**src/ablf_pkg.sv**
```systemverilog
// ablf_pkg.sv
// shared types, constants and codes of the backlight level filter
// no dependencies
`default_nettype none

package ablf_pkg;

    // ring defaults
    localparam int RING_DEPTH_DEF = 32;

    // field widths
    localparam int MV_W     = 12;
    localparam int LVL_W    = 8;
    localparam int SLVL_W   = 5;
    localparam int WGT_W    = 16;
    localparam int ACT_W    = 3;
    localparam int ACC_W    = MV_W + 16;     // Q12.16 average
    localparam int MULA_W   = ACC_W + 1;     // signed difference operand
    localparam int MULB_W   = WGT_W + 1;     // signed weight or span operand
    localparam int PROD_W   = MULA_W + MULB_W;
    localparam int REM_W    = 17;            // magnitude of mapped numerator
    localparam int QUO_W    = 5;             // quotient stays below 31
    localparam int SH_W     = 3;

    // stream widths
    localparam int S_TDATA_W = 24;
    localparam int S_TUSER_W = ACT_W;
    localparam int M_TDATA_W = 24;
    localparam int CFG_IDX_W = 3;
    localparam int CFG_DAT_W = 16;

    // register reset values
    localparam logic [MV_W-1:0]   DARK_RST    = 12'd150;
    localparam logic [MV_W-1:0]   BRIGHT_RST  = 12'd2700;
    localparam logic [SLVL_W-1:0] FLOOR_RST   = 5'd1;
    localparam logic [SLVL_W-1:0] CEIL_RST    = 5'd29;
    localparam logic [WGT_W-1:0]  WEIGHT_RST  = 16'd26214;
    localparam logic [LVL_W-1:0]  MANUAL_RST  = 8'd7;

    // register indexes
    localparam logic [CFG_IDX_W-1:0] REG_DARK   = 3'd0;
    localparam logic [CFG_IDX_W-1:0] REG_BRIGHT = 3'd1;
    localparam logic [CFG_IDX_W-1:0] REG_FLOOR  = 3'd2;
    localparam logic [CFG_IDX_W-1:0] REG_CEIL   = 3'd3;
    localparam logic [CFG_IDX_W-1:0] REG_WEIGHT = 3'd4;

    // action codes
    localparam logic [ACT_W-1:0] ACT_SAMPLE   = 3'd0;
    localparam logic [ACT_W-1:0] ACT_SET      = 3'd1;
    localparam logic [ACT_W-1:0] ACT_ADD      = 3'd2;
    localparam logic [ACT_W-1:0] ACT_SET_AUTO = 3'd3;
    localparam logic [ACT_W-1:0] ACT_TOGGLE   = 3'd4;

    // shared unit operations
    typedef enum logic [2:0] {
        ALU_NOP,
        ALU_LOAD,
        ALU_EMA_MUL,
        ALU_EMA_ACC,
        ALU_MAP_MUL,
        ALU_DIV_INIT,
        ALU_DIV_STEP
    } alu_op_t;

    typedef struct packed {
        alu_op_t         op;
        logic [SH_W-1:0] shamt;
    } alu_ctl_t;

    typedef struct packed {
        logic [MV_W-1:0]         avg;
        logic signed [QUO_W:0]   quo;
    } alu_stat_t;

endpackage

`default_nettype wire

```
**src/ablf_ring.sv**
```systemverilog
// ablf_ring.sv
// sample ring memory with per-entry valid bits; unwritten entries read zero
// depends on nothing but its parameter
`default_nettype none

module ablf_ring #(
    parameter int DEPTH  = 32,
    parameter int ADDR_W = $clog2(DEPTH),
    parameter int DATA_W = 12
) (
    input  wire logic              aclk,
    input  wire logic              aresetn,
    input  wire logic              wr_en,
    input  wire logic [ADDR_W-1:0] wr_addr,
    input  wire logic [DATA_W-1:0] wr_data,
    input  wire logic              rd_en,
    input  wire logic [ADDR_W-1:0] rd_addr,
    output logic      [DATA_W-1:0] rd_data
);

    logic [DATA_W-1:0] mem [DEPTH];
    logic [DEPTH-1:0]  valid_reg;
    logic [DATA_W-1:0] data_reg;
    logic              vld_reg;

    // storage write and registered read
    always_ff @(posedge aclk) begin
        if (wr_en) begin
            mem[wr_addr] <= wr_data;
        end
        if (rd_en) begin
            data_reg <= mem[rd_addr];
        end
    end

    // valid bits stand in for the cleared contents after reset
    always_ff @(posedge aclk) begin
        if (!aresetn) begin
            valid_reg <= '0;
            vld_reg   <= 1'b0;
        end else begin
            if (wr_en) begin
                valid_reg[wr_addr] <= 1'b1;
            end
            if (rd_en) begin
                vld_reg <= valid_reg[rd_addr];
            end
        end
    end

    assign rd_data = vld_reg ? data_reg : '0;

endmodule

`default_nettype wire

```
**src/ablf_alu.sv**
```systemverilog
// ablf_alu.sv
// shared multiply / accumulate / divide-step unit of the level filter
// depends on ablf_pkg
`default_nettype none

module ablf_alu (
    input  wire logic                              aclk,
    input  wire ablf_pkg::alu_ctl_t                ctl,
    input  wire logic [ablf_pkg::MV_W-1:0]         sample,
    input  wire logic [ablf_pkg::WGT_W-1:0]        weight,
    input  wire logic [ablf_pkg::MV_W-1:0]         dark,
    input  wire logic [ablf_pkg::MV_W-1:0]         bright,
    input  wire logic [ablf_pkg::SLVL_W-1:0]       floor_lvl,
    input  wire logic [ablf_pkg::SLVL_W-1:0]       ceil_lvl,
    output ablf_pkg::alu_stat_t                    stat
);

    logic        [ablf_pkg::ACC_W-1:0]  acc_reg;
    logic signed [ablf_pkg::PROD_W-1:0] prod_reg;
    logic        [ablf_pkg::REM_W-1:0]  rem_reg;
    logic        [ablf_pkg::QUO_W-1:0]  quo_reg;
    logic                               neg_reg;

    logic signed [ablf_pkg::MULA_W-1:0] ema_a;
    logic signed [ablf_pkg::MULA_W-1:0] mul_a;
    logic signed [ablf_pkg::MULB_W-1:0] mul_b;
    logic signed [ablf_pkg::PROD_W-1:0] prod_full;
    logic signed [ablf_pkg::SLVL_W:0]   span;
    logic        [ablf_pkg::MV_W-1:0]   avg;
    logic        [ablf_pkg::MV_W-1:0]   den;
    logic        [ablf_pkg::ACC_W:0]    acc_sum;
    logic        [ablf_pkg::PROD_W-1:0] prod_mag;
    logic        [ablf_pkg::REM_W-1:0]  den_sh;
    logic        [ablf_pkg::REM_W:0]    trial;

    assign avg   = acc_reg[ablf_pkg::ACC_W-1 -: ablf_pkg::MV_W];
    assign den   = bright - dark;
    assign span  = $signed({1'b0, ceil_lvl}) - $signed({1'b0, floor_lvl});
    assign ema_a = $signed({1'b0, sample, 16'h0000}) - $signed({1'b0, acc_reg});

    // operand select: ema difference times weight, or offset times level span
    always_comb begin
        if (ctl.op == ablf_pkg::ALU_MAP_MUL) begin
            mul_a = $signed({{(ablf_pkg::MULA_W-ablf_pkg::MV_W){1'b0}}, avg - dark});
            mul_b = $signed({{(ablf_pkg::MULB_W-ablf_pkg::SLVL_W-1){span[ablf_pkg::SLVL_W]}},
                             span});
        end else begin
            mul_a = ema_a;
            mul_b = $signed({1'b0, weight});
        end
    end

    assign prod_full = mul_a * mul_b;

    // acc + floor(w * diff / 2^16)
    assign acc_sum = {1'b0, acc_reg} + prod_reg[16 +: ablf_pkg::ACC_W+1];

    assign prod_mag = prod_reg[ablf_pkg::PROD_W-1] ? ablf_pkg::PROD_W'(-prod_reg)
                                                    : ablf_pkg::PROD_W'(prod_reg);
    assign den_sh   = ablf_pkg::REM_W'({5'b0_0000, den} << ctl.shamt);
    assign trial    = {1'b0, rem_reg} - {1'b0, den_sh};

    // datapath registers
    always_ff @(posedge aclk) begin
        case (ctl.op)
            ablf_pkg::ALU_LOAD: begin
                acc_reg  <= {sample, 16'h0000};
                prod_reg <= '0;
            end
            ablf_pkg::ALU_EMA_MUL,
            ablf_pkg::ALU_MAP_MUL: begin
                prod_reg <= prod_full;
            end
            ablf_pkg::ALU_EMA_ACC: begin
                acc_reg <= acc_sum[ablf_pkg::ACC_W-1:0];
            end
            ablf_pkg::ALU_DIV_INIT: begin
                rem_reg <= prod_mag[ablf_pkg::REM_W-1:0];
                neg_reg <= prod_reg[ablf_pkg::PROD_W-1];
                quo_reg <= '0;
            end
            ablf_pkg::ALU_DIV_STEP: begin
                if (!trial[ablf_pkg::REM_W]) begin
                    rem_reg              <= trial[ablf_pkg::REM_W-1:0];
                    quo_reg[ctl.shamt]   <= 1'b1;
                end
            end
            default: begin
            end
        endcase
    end

    // truncation toward zero: sign applied to the magnitude quotient
    assign stat.avg = avg;
    assign stat.quo = neg_reg ? -$signed({1'b0, quo_reg}) : $signed({1'b0, quo_reg});

endmodule

`default_nettype wire

```
**src/auto_backlight_level_filter_core.sv**
```systemverilog
// auto_backlight_level_filter_core.sv
// top level: command handling, sequencer over the sample ring, result word
// depends on ablf_pkg, ablf_ring, ablf_alu
//
//  channel | dir | handshake            | payload
//  --------+-----+----------------------+------------------------------------------
//  s_      | in  | s_tvalid / s_tready  | tuser action, tdata sample_mv, argument
//  m_      | out | m_tvalid / m_tready  | tdata duty, changed, auto, static, sensor
//  cfg_    | in  | cfg_valid / cfg_ready| cfg_index, cfg_data
//
// a command word goes straight to the result register; a sample word takes
// one ring read and a multiply-accumulate pair per entry through the shared unit (the first entry loaded),
// then the map multiply and a 5-step divide when the average is inside the window.
// s_tready is high only while the sequencer is idle; one finished result may wait
// in the output register while the next word is already being worked on.
// aresetn clears the ring valid bits and the state, and resets the control and configuration registers.
`default_nettype none

module auto_backlight_level_filter_core #(
    parameter int RING_DEPTH = ablf_pkg::RING_DEPTH_DEF
) (
    input  wire logic                              aclk,
    input  wire logic                              aresetn,
    // input words
    input  wire logic                              s_tvalid,
    output logic                                   s_tready,
    input  wire logic [ablf_pkg::S_TDATA_W-1:0]    s_tdata,  // sample_mv[11:0] argument[19:12]
    input  wire logic [ablf_pkg::S_TUSER_W-1:0]    s_tuser,  // action[2:0]
    // result words
    output logic                                   m_tvalid,
    input  wire logic                              m_tready,
    output logic      [ablf_pkg::M_TDATA_W-1:0]    m_tdata,  // duty_level[7:0] duty_changed[8]
                                                             // auto_mode[9] static_level[17:10]
                                                             // sensor_level[22:18]
    // register writes
    input  wire logic                              cfg_valid,
    output logic                                   cfg_ready,
    input  wire logic [ablf_pkg::CFG_IDX_W-1:0]    cfg_index,
    input  wire logic [ablf_pkg::CFG_DAT_W-1:0]    cfg_data
);

    localparam int PTR_W = (RING_DEPTH > 1) ? $clog2(RING_DEPTH) : 1;
    localparam logic [PTR_W-1:0] PTR_LAST = PTR_W'(RING_DEPTH - 1);

    typedef enum logic [3:0] {
        S_IDLE,
        S_RD,
        S_MUL,
        S_ACC,
        S_CMP,
        S_DINIT,
        S_DIV,
        S_FIN,
        S_OUT
    } state_t;

    state_t                              state_reg;
    logic [PTR_W-1:0]                    wp_reg;
    logic [PTR_W-1:0]                    rp_reg;
    logic [PTR_W-1:0]                    cnt_reg;
    logic [ablf_pkg::SH_W-1:0]           bit_reg;
    logic                                auto_reg;
    logic [ablf_pkg::LVL_W-1:0]          manual_reg;
    logic [ablf_pkg::SLVL_W-1:0]         derived_reg;
    logic [ablf_pkg::LVL_W-1:0]          before_reg;

    logic [ablf_pkg::MV_W-1:0]           dark_reg;
    logic [ablf_pkg::MV_W-1:0]           bright_reg;
    logic [ablf_pkg::SLVL_W-1:0]         floor_reg;
    logic [ablf_pkg::SLVL_W-1:0]         ceil_reg;
    logic [ablf_pkg::WGT_W-1:0]          weight_reg;

    logic                                m_valid_reg;
    logic [ablf_pkg::M_TDATA_W-1:0]      m_data_reg;

    logic [ablf_pkg::ACT_W-1:0]          in_action;
    logic [ablf_pkg::MV_W-1:0]           in_sample;
    logic [ablf_pkg::LVL_W-1:0]          in_arg;
    logic                                in_acc;
    logic                                out_free;
    logic [ablf_pkg::LVL_W-1:0]          duty_now;

    logic                                ring_wr;
    logic                                ring_rd;
    logic [ablf_pkg::MV_W-1:0]           ring_data;
    ablf_pkg::alu_ctl_t                  alu_ctl;
    ablf_pkg::alu_stat_t                 alu_stat;

    function automatic logic [PTR_W-1:0] ptr_inc(input logic [PTR_W-1:0] p);
        ptr_inc = (p == PTR_LAST) ? '0 : p + 1'b1;
    endfunction

    assign in_action = s_tuser[ablf_pkg::ACT_W-1:0];
    assign in_sample = s_tdata[ablf_pkg::MV_W-1:0];
    assign in_arg    = s_tdata[ablf_pkg::MV_W +: ablf_pkg::LVL_W];

    assign s_tready  = (state_reg == S_IDLE);
    assign in_acc    = s_tvalid && s_tready;
    assign out_free  = !m_valid_reg || m_tready;
    assign duty_now  = auto_reg ? {3'b000, derived_reg} : manual_reg;

    assign m_tvalid  = m_valid_reg;
    assign m_tdata   = m_data_reg;
    assign cfg_ready = 1'b1;

    // ring access: write on sample accept, one read per entry walk step
    assign ring_wr = in_acc && (in_action == ablf_pkg::ACT_SAMPLE);
    assign ring_rd = (state_reg == S_RD) || (state_reg == S_MUL);

    ablf_ring #(
        .DEPTH  (RING_DEPTH),
        .ADDR_W (PTR_W),
        .DATA_W (ablf_pkg::MV_W)
    ) u_ring (
        .aclk    (aclk),
        .aresetn (aresetn),
        .wr_en   (ring_wr),
        .wr_addr (wp_reg),
        .wr_data (in_sample),
        .rd_en   (ring_rd),
        .rd_addr (rp_reg),
        .rd_data (ring_data)
    );

    // shared unit control from the sequencer state
    always_comb begin
        alu_ctl.op    = ablf_pkg::ALU_NOP;
        alu_ctl.shamt = bit_reg;
        unique case (state_reg)
            S_MUL:   alu_ctl.op = (cnt_reg == '0) ? ablf_pkg::ALU_LOAD : ablf_pkg::ALU_EMA_MUL;
            S_ACC:   alu_ctl.op = ablf_pkg::ALU_EMA_ACC;
            S_CMP:   alu_ctl.op = ablf_pkg::ALU_MAP_MUL;
            S_DINIT: alu_ctl.op = ablf_pkg::ALU_DIV_INIT;
            S_DIV:   alu_ctl.op = ablf_pkg::ALU_DIV_STEP;
            default: alu_ctl.op = ablf_pkg::ALU_NOP;
        endcase
    end

    ablf_alu u_alu (
        .aclk      (aclk),
        .ctl       (alu_ctl),
        .sample    (ring_data),
        .weight    (weight_reg),
        .dark      (dark_reg),
        .bright    (bright_reg),
        .floor_lvl (floor_reg),
        .ceil_lvl  (ceil_reg),
        .stat      (alu_stat)
    );

    // register writes
    always_ff @(posedge aclk) begin
        if (!aresetn) begin
            dark_reg   <= ablf_pkg::DARK_RST;
            bright_reg <= ablf_pkg::BRIGHT_RST;
            floor_reg  <= ablf_pkg::FLOOR_RST;
            ceil_reg   <= ablf_pkg::CEIL_RST;
            weight_reg <= ablf_pkg::WEIGHT_RST;
        end else if (cfg_valid && cfg_ready) begin
            unique case (cfg_index)
                ablf_pkg::REG_DARK:   dark_reg   <= cfg_data[ablf_pkg::MV_W-1:0];
                ablf_pkg::REG_BRIGHT: bright_reg <= cfg_data[ablf_pkg::MV_W-1:0];
                ablf_pkg::REG_FLOOR:  floor_reg  <= cfg_data[ablf_pkg::SLVL_W-1:0];
                ablf_pkg::REG_CEIL:   ceil_reg   <= cfg_data[ablf_pkg::SLVL_W-1:0];
                ablf_pkg::REG_WEIGHT: weight_reg <= cfg_data[ablf_pkg::WGT_W-1:0];
                default: begin
                end
            endcase
        end
    end

    // sequencer, level state and result word
    always_ff @(posedge aclk) begin
        if (!aresetn) begin
            state_reg   <= S_IDLE;
            wp_reg      <= '0;
            rp_reg      <= '0;
            cnt_reg     <= '0;
            bit_reg     <= '0;
            auto_reg    <= 1'b0;
            manual_reg  <= ablf_pkg::MANUAL_RST;
            derived_reg <= '0;
            before_reg  <= '0;
            m_valid_reg <= 1'b0;
        end else begin
            // a word leaving with no new one behind it
            if (m_valid_reg && m_tready && (state_reg != S_OUT)) begin
                m_valid_reg <= 1'b0;
            end
            unique case (state_reg)
                S_IDLE: begin
                    if (in_acc) begin
                        before_reg <= duty_now;
                        state_reg  <= S_OUT;
                        unique case (in_action)
                            ablf_pkg::ACT_SAMPLE: begin
                                wp_reg    <= ptr_inc(wp_reg);
                                rp_reg    <= ptr_inc(wp_reg);
                                cnt_reg   <= '0;
                                state_reg <= S_RD;
                            end
                            ablf_pkg::ACT_SET:      manual_reg <= in_arg;
                            ablf_pkg::ACT_ADD:      manual_reg <= manual_reg + in_arg;
                            ablf_pkg::ACT_SET_AUTO: auto_reg   <= (in_arg != '0);
                            ablf_pkg::ACT_TOGGLE:   auto_reg   <= !auto_reg;
                            default: begin
                            end
                        endcase
                    end
                end
                S_RD: begin
                    rp_reg    <= ptr_inc(rp_reg);
                    state_reg <= S_MUL;
                end
                S_MUL: begin
                    // prefetch the next entry while the product settles
                    rp_reg    <= ptr_inc(rp_reg);
                    state_reg <= S_ACC;
                end
                S_ACC: begin
                    if (cnt_reg == PTR_LAST) begin
                        state_reg <= S_CMP;
                    end else begin
                        cnt_reg   <= cnt_reg + 1'b1;
                        state_reg <= S_MUL;
                    end
                end
                S_CMP: begin
                    // clamp outside the window, else interpolate
                    if (alu_stat.avg <= dark_reg) begin
                        derived_reg <= floor_reg;
                        state_reg   <= S_OUT;
                    end else if (alu_stat.avg >= bright_reg) begin
                        derived_reg <= ceil_reg;
                        state_reg   <= S_OUT;
                    end else begin
                        state_reg <= S_DINIT;
                    end
                end
                S_DINIT: begin
                    bit_reg   <= ablf_pkg::SH_W'(ablf_pkg::QUO_W - 1);
                    state_reg <= S_DIV;
                end
                S_DIV: begin
                    if (bit_reg == '0) begin
                        state_reg <= S_FIN;
                    end else begin
                        bit_reg <= bit_reg - 1'b1;
                    end
                end
                S_FIN: begin
                    derived_reg <= floor_reg + alu_stat.quo[ablf_pkg::SLVL_W-1:0];
                    state_reg   <= S_OUT;
                end
                S_OUT: begin
                    if (out_free) begin
                        m_valid_reg <= 1'b1;
                        m_data_reg  <= {1'b0, derived_reg, manual_reg, auto_reg,
                                        (duty_now != before_reg), duty_now};
                        state_reg   <= S_IDLE;
                    end
                end
                default: state_reg <= S_IDLE;
            endcase
        end
    end

endmodule

`default_nettype wire

```
**config.mk**
```make
export PLATFORM = sky130hd
export DESIGN_NAME = auto_backlight_level_filter_core
export DESIGN_NICKNAME = d
export VERILOG_FILES = /design/src/ablf_pkg.sv /design/src/ablf_ring.sv /design/src/ablf_alu.sv /design/src/auto_backlight_level_filter_core.sv
export SDC_FILE = /design/constraint.sdc
export NUM_CORES = 2
export LEC_CHECK = 0
export ABC_AREA = 1
export ABC_CLOCK_PERIOD_IN_PS = 8160
export BUFFER_PORTS_ARGS = -buffer_cell sky130_fd_sc_hd__buf_2
export CAP_MARGIN = 20
export CORE_ASPECT_RATIO = 1.75
export CORE_UTILIZATION = 45
export DETAILED_ROUTE_END_ITERATION = 16
export PLACE_DENSITY = 0.72
export SETUP_SLACK_MARGIN = 0.2
export SLEW_MARGIN = 20
export SYNTH_ARGS = -nofsm -noshare
export SYNTH_HDL_FRONTEND = slang
export SYNTH_SLANG_ARGS = --single-unit
```
**constraint.sdc**
```tcl
create_clock -name aclk -period 8.16 [get_ports aclk]
set_input_delay 1.224 -clock aclk [delete_from_list [all_inputs] [get_ports aclk]]
set_output_delay 1.224 -clock aclk [all_outputs]
set_load 0.1 [all_outputs]
```
### Word level (Yosys, flattened, before mapping)

Memories as Yosys holds them, arrays and structs flattened. A register that Yosys moved wholly into a read port is not among the register bits.
Cells that the tools add are included.
W data, S select, Z words.

| cells by class | value |
|---|---|
| $add $sub $neg | 14 |
| multiplexer cells | 49 |
| $mul | 1 |
| bitwise operators | 2 |
| shift operators | 1 |
| reduce and logical (&&, ||, !) cells | 43 |
| order comparisons | 7 |
| equal/unequal tests | 35 |

Operators by type and width:

| cell | number |
|---|---|
| $pmux W46 S2 | 1 |
| $pmux W28 S2 | 1 |
| $mux W5 | 11 |
| $mux W17 | 3 |
| $mul A29 B17 Y46 | 1 |
| $pmux W5 S2 | 4 |
| $pmux W4 S9 | 1 |
| $pmux W17 S2 | 1 |
| $or A32 B32 Y32 | 1 |
| $mux W29 | 1 |
| $sub A28 B28 Y29 | 1 |
| $add A28 B28 Y28 | 1 |
| $mux W4 | 6 |
| $sub A12 B12 Y12 | 2 |
| $eq A3 B2 Y1 const B | 6 |
| $reduce_and A2 Y1 | 9 |
| $reduce_and A3 Y1 | 6 |
| $reduce_bool A2 Y1 | 9 |
| $sub A17 B17 Y18 | 1 |
| $neg A17 Y17 | 1 |
| $shl A12 B3 Y17 | 1 |
| $eq A4 B3 Y1 const B | 4 |
| $pmux W8 S2 | 1 |
| $add A5 B1 Y5 const B | 3 |
| 43 further kinds | 76 |

| storage, ports and cells | value |
|---|---|
| input port bits | 51 |
| flip-flop bits (word level) | 248 |
| RAM bits | 384 |
| output and inout bits | 27 |
| word-level logic and storage cells | 176 |
| memories kept | 1 |

Memory list:

| memory | words | width | read ports | clocked after Yosys merged registers in | write ports | RTL line | text |
|---|---|---|---|---|---|---|---|
| u_ring.mem | 32 | 12 | 1 | 1 | 1 | ablf_ring.sv:21 | `logic [DATA_W-1:0] mem [DEPTH];` |

### Longest topological paths before layout

| logic depth | value |
|---|---|
| word-level depth | 7 |
| mapped depth | 38 |
| depth with buffers taken out | 38 |

### Hierarchy

From an unflattened synthesis, not the netlist that was laid out.

| second synthesis, totals | value |
|---|---|
| cell total of the unflattened synthesis | 6178 |
| area total of the unflattened synthesis | 52250.1 µm² |

By module, submodules not included:

| module | seq. area each (µm²) | cells an instance | area an instance (µm²) | instances |
|---|---|---|---|---|
| ablf_alu | 2882.8 | 3907 | 28887.7 | 1 |
| ablf_ring | 12552.0 | 1500 | 17295.3 | 1 |
| auto_backlight_level_filter_core | 2592.5 | 771 | 6067.1 | 1 |

### Worst setup path before layout

OpenSTA, ideal clock, no wires.

| timing path | value |
|---|---|
| kind | register -> register |
| start point | register u_ring.vld_reg |
| end point | register u_alu.prod_reg[45] (netlist bit), data pin |
| path buffers | 2 |
| setup slack | 1.062 ns |
| cell stages (with the launch flop) | 34 |
| setup time | 0.255 ns |
| period minus slack after synthesis | 7.098 ns |
| arrival | 6.843 ns |
| data required time | 7.905 ns |
| path through | dfxtp_1 -> clkbuf_1 -> nand2_1 -> inv_1 -> ha_1 -> a21oi_1 -> o21ai_0 -> inv_1 -> nor2_1 -> nor3b_2 -> buf_2 -> nand3_1 -> fa_1 -> inv_1 -> fa_1 -> inv_1 -> fa_1 -> inv_1 -> fa_1 -> fa_1 -> inv_1 -> fa_1 -> inv_1 -> ha_1 -> nand2_1 -> nor2_1 -> nand2_1 -> nor2_1 -> and3_1 -> nand2_1 -> nand3_1 -> nand2_1 -> inv_1 -> nor2_1 |

| on the way | value |
|---|---|
| word-level cells in the longest chain between the ends | 5 |

Ends and longest elaborated chain:

| item | RTL line | text |
|---|---|---|
| start: declaration | ablf_ring.sv:24 | `logic vld_reg;` |
| start signal: assignment | ablf_ring.sv:46 | `vld_reg <= valid_reg[rd_addr];` |
| $mux W12 | ablf_ring.sv:51 | `assign rd_data = vld_reg ? data_reg : '0;` |
| $sub A28 B28 Y29 | ablf_alu.sv:39 | `assign ema_a = $signed({1'b0, sample, 16'h0000}) - $signed({1'b0, acc_reg});` |
| $mux W29 | ablf_alu.sv:43 | `if (ctl.op == ablf_pkg::ALU_MAP_MUL) begin` |
| $mul A29 B17 Y46 | ablf_alu.sv:53 | `assign prod_full = mul_a * mul_b;` |
| $pmux W46 S2 | ablf_alu.sv:65 | `case (ctl.op)` |
| end signal: assignment | ablf_alu.sv:72 | `prod_reg <= prod_full;` |
| end: declaration | ablf_alu.sv:19 | `logic signed [ablf_pkg::PROD_W-1:0] prod_reg;` |

Every way passes these cells.
A chain may end at the register's enable or synchronous reset.

### Final worst setup path

| timing path | value |
|---|---|
| start point | register u_alu.acc_reg[22] (netlist bit) |
| end point | register u_alu.prod_reg[20] (netlist bit), data pin |

| on the way | value |
|---|---|
| word-level cells in the longest chain between the ends | 4 |

Ends and longest elaborated chain:

| item | RTL line | text |
|---|---|---|
| start: declaration | ablf_alu.sv:18 | `logic [ablf_pkg::ACC_W-1:0] acc_reg;` |
| start signal: assignment | ablf_alu.sv:67 | `acc_reg <= {sample, 16'h0000};` |
| start signal: assignment | ablf_alu.sv:75 | `acc_reg <= acc_sum[ablf_pkg::ACC_W-1:0];` |
| $sub A12 B12 Y12 | ablf_alu.sv:44 | `mul_a = $signed({{(ablf_pkg::MULA_W-ablf_pkg::MV_W){1'b0}}, avg - dark});` |
| $mux W29 | ablf_alu.sv:43 |  |
| $mul A29 B17 Y46 | ablf_alu.sv:53 |  |
| $pmux W46 S2 | ablf_alu.sv:65 |  |

Every way passes these cells.

==> metrics.md <==
| Metric | Value |
|---|---|
| Outcome | finished, final reports clean |
| Maximum number of pins on one net before global-route repair | 87 |
| Clock network latency to the later pin of the worst-skew pair | 650 ps |
| Area of the die | 112000 um^2 |
| Slew @ Worst Pin | 1040 ps |
| CP Data Arrival Time | 8080 ps |
| Total setup violations reported at the end of the flow | 0 |
| MaxCap Viol Count | 0 |
| DRT Pass-1 Iters | 6 |
| Warning count from the yosys run | 0 |
| Count of buffers from port buffering | 71 |
| Cell count of the worst reg-to-reg path | 28 |
| Count of cell types in the netlist | 60 |
| Power density of the placed cells | 437 nW/um^2 |
| Share of post-route cells with drive strength above 1 | 8.54% |
| 1st-iter DRT viols | 2959 |
| Clk buf depth | 3 |
| Worst slew margin relative to its limit | 30.6% |
| Flops & latches, synth | 643 |
| Total Routed Length | 156000 um |
| Clock-pin slew on the worst setup and hold paths | 60 ps |
| Initial core utilization | 45.4% |
| Max IR drop VDD | 854 uV |
| Number of clock buffers inserted by TritonCTS | 68 |
| Share of synthesized flip-flops with an asynchronous set or reset | 0% |
| Final Hold Fails | 0 |
| Area Growth Syn to Fin | 10.3% |
| Final period demand of the worst path | 7710 ps |
| Source of the critical timing path | u_alu.acc_reg[22] |
| Hold depth | 2 |
| Final-stage net count | 6533 |
| Count of pins on the block boundary | 78 |
| Standard-cell row count | 161 |
| Largest stage delay, worst path | 540 ps |
| Nature of the critical path endpoint | flip-flop |
| Largest driver fanout on the critical path | 11 |
| Number of fill cells | 10259 |
| Clock root buffer | sky130_fd_sc_hd__clkbuf_16 |
| Clock sink total | 643 |
| Sequential area share after synthesis | 36.1% |
| Post-synthesis area per instance | 8.83 um^2 |
| Crit path required time | 8530 ps |
| Routed wire length per instance | 21.3 um |
| Total half-perimeter wirelength after legalization and detailed placement | 119000 um |
| Type of the worst setup path | reg2reg |
| Die Y-Extent | 443 um |
| Kind of start point of the critical path | flip-flop |
| Setup repair after global routing missed its margin | yes |
| Die X-Extent | 254 um |
| Worst setup endpoint | u_alu.prod_reg[20] |
| Flip-flop cell with the highest count after synthesis | sky130_fd_sc_hd__edfxtp_1 |
| Total power draw | 24.1 mW |
| Total count of max-transition violations in the final report | 0 |
| Post-synth design cell area | 49900 um^2 |
| TritonCTS clock tree | yes |
| Global-route total usage across every layer | 28.0% |
| Clock tree skew after final layout | 28.4 ps |
| Setup WS pre-CTS | 146 ps |
| Final-layout setup total negative slack | 0 ps |
| Initial antenna violation count | 2 |
| Final estimated routing congestion in global placement | 1.01 |
| Largest register FFs | 384 |
| Vias after detailed routing | 40590 |
| Most repeated library cell on the critical path | sky130_fd_sc_hd__nand2_1 |
| Type of the worst min-delay path | reg2reg |
| Vias per inst | 5.57 |
| Count of flip-flops with a built-in enable after synthesis | 515 |
| Slack of the worst reg-to-reg path | 450 ps |
| FF-to-FF End | u_alu.prod_reg[20] |
| Critical Path Slowest Stage Cell | sky130_fd_sc_hd__fa_1 |
| Worst reg2reg path startpoint | u_alu.acc_reg[22] |
| Final cell count without fillers | 7289 |
| Number of global-route vias before repair | 41967 |
| GRT overflow | 0 |
| Std-Cell Core Area | 110000 um^2 |
| Final critical-path setup slack | 446 ps |
| Period utilization | 94.5% |
| Syn_nets | 6418 |
| Number of nets with antenna violations after routing | 0 |
| Number of instances in the synthesized netlist | 5653 |
| CTS H-tree depth | 3 |
| LEAKAGE | 24.3 nW |
| Global-route wire length before repair | 235000 um |
| DRC viols | 0 |
| Placed cell count | 7154 |
| Maximum achievable frequency | 0.130 GHz |
[metal layers]
layer	routed length (um)	vias to the layer above	track usage [%]
met5	8	-	0
met4	17400	2	27.2
met3	8000	674	3.62
met2	80000	1584	50.1
met1	50100	19733	27.1
li1	-	18597	-
[synthesized netlist by cell type (all sizes together), types with 15 or more instances]
cell type  instances  share of area, %
o221ai            39              0.68
xor2              41              0.72
clkbuf            95              0.71
dfxtp            128               5.1
a21o              23              0.35
nand2            942               7.2
o211ai            37              0.56
nand4             82               1.0
fa               484                19
a31oi             15              0.19
nor2             813               6.2
o21bai            21              0.32
o21ai            433               4.4
nand3            266               2.9
xnor2             26              0.46
o22ai             66              0.83
or2               28              0.35
edfxtp           515                31
ha               230               5.8
nor3              40              0.42
inv              920               6.9
a21oi            259               2.6
buf               96               1.0
[cells by family after synthesis]
group	share of synthesized area (%)
muxes	0.100
adders and majority gates	25.2
AOI/OAI and AO/OA	10.3
xor gates and xnor gates	1.18
DFF	36.1
buffers and inverters	8.72
and+or+nand+nor	18.3
other	0.0150
[through the flow]
stage / util, % / area [um^2] / hold slack, ps
finish: 50.0 / 55000 / 454
floorplan: - / 49900 / 406
detailed placement: 47.7 / 52500 / 446
CTS: 49.8 / 54700 / 456
global route: 50.0 / 55000 / 486
global placement: 47.7 / 52500 / 441
[cells in the final DEF, fill, tap and decap left out, types with 39 or more instances in the layout]
master,synthesis,routed
sky130_fd_sc_hd__nand2_1,923,916
sky130_fd_sc_hd__inv_1,897,889
sky130_fd_sc_hd__nor2_1,805,796
sky130_fd_sc_hd__edfxtp_1,515,515
sky130_fd_sc_hd__fa_1,484,478
sky130_fd_sc_hd__o21ai_0,413,404
sky130_fd_sc_hd__nand3_1,254,252
sky130_fd_sc_hd__a21oi_1,258,250
sky130_fd_sc_hd__ha_1,230,225
sky130_fd_sc_hd__buf_4,10,156
sky130_fd_sc_hd__dfxtp_1,128,125
sky130_fd_sc_hd__nand4_1,82,82
sky130_fd_sc_hd__buf_2,73,71
sky130_fd_sc_hd__clkbuf_16,0,70
sky130_fd_sc_hd__o22ai_1,66,66
sky130_fd_sc_hd__xor2_1,41,40
sky130_fd_sc_hd__o221ai_1,39,39
[timing repair]
item	4_1_cts	5_1_grt
buffers inserted	0	11
setup endpoints to repair	3	30
resized for setup	2	63
hold buffers	0	0
pin swaps	0	3
[final cells by class]
class / count / area, um^2 / area share (%)
clock inverter: 30 / 347 / 0.630
tap: 1467 / 1840 / 3.33
antenna: 1 / 2.50 / 0.00455
inverter: 926 / 3500 / 6.36
clock buffer: 93 / 1880 / 3.41
sequential: 643 / 18000 / 32.8
multi-input combinational: 3893 / 27700 / 50.4
timing repair buffer: 236 / 1710 / 3.10
[worst min-delay path by stage]
stage,start,to,slack [ps]
3_3_place_gp,weight_reg[4],weight_reg[4],440
6_report,weight_reg[4],weight_reg[4],450
4_1_cts,weight_reg[4],weight_reg[4],460
5_1_grt,weight_reg[4],weight_reg[4],490
2_1_floorplan,auto_reg,m_tdata[9],410
3_5_place_dp,weight_reg[4],weight_reg[4],450
[worst max-delay path: cells and delay by family, from the launching register on]
family | cells | cell delay (ps)
buf+inv | 6 | 800
compound gates | 5 | 1350
xor+xnor | 1 | 330
simple gates | 8 | 1130
fa+ha+maj | 8 | 3380
flops | 1 | 440
[report_power, final]
| group | switching, mW | internal (mW) |
|---|---|---|
| registers | 0.0347 | 3.58 |
| clock network | 1.35 | 1.77 |
| logic | 11.1 | 6.24 |
| total | 12.5 | 11.6 |
No activity file was read; power rests on OpenSTA's default activity.
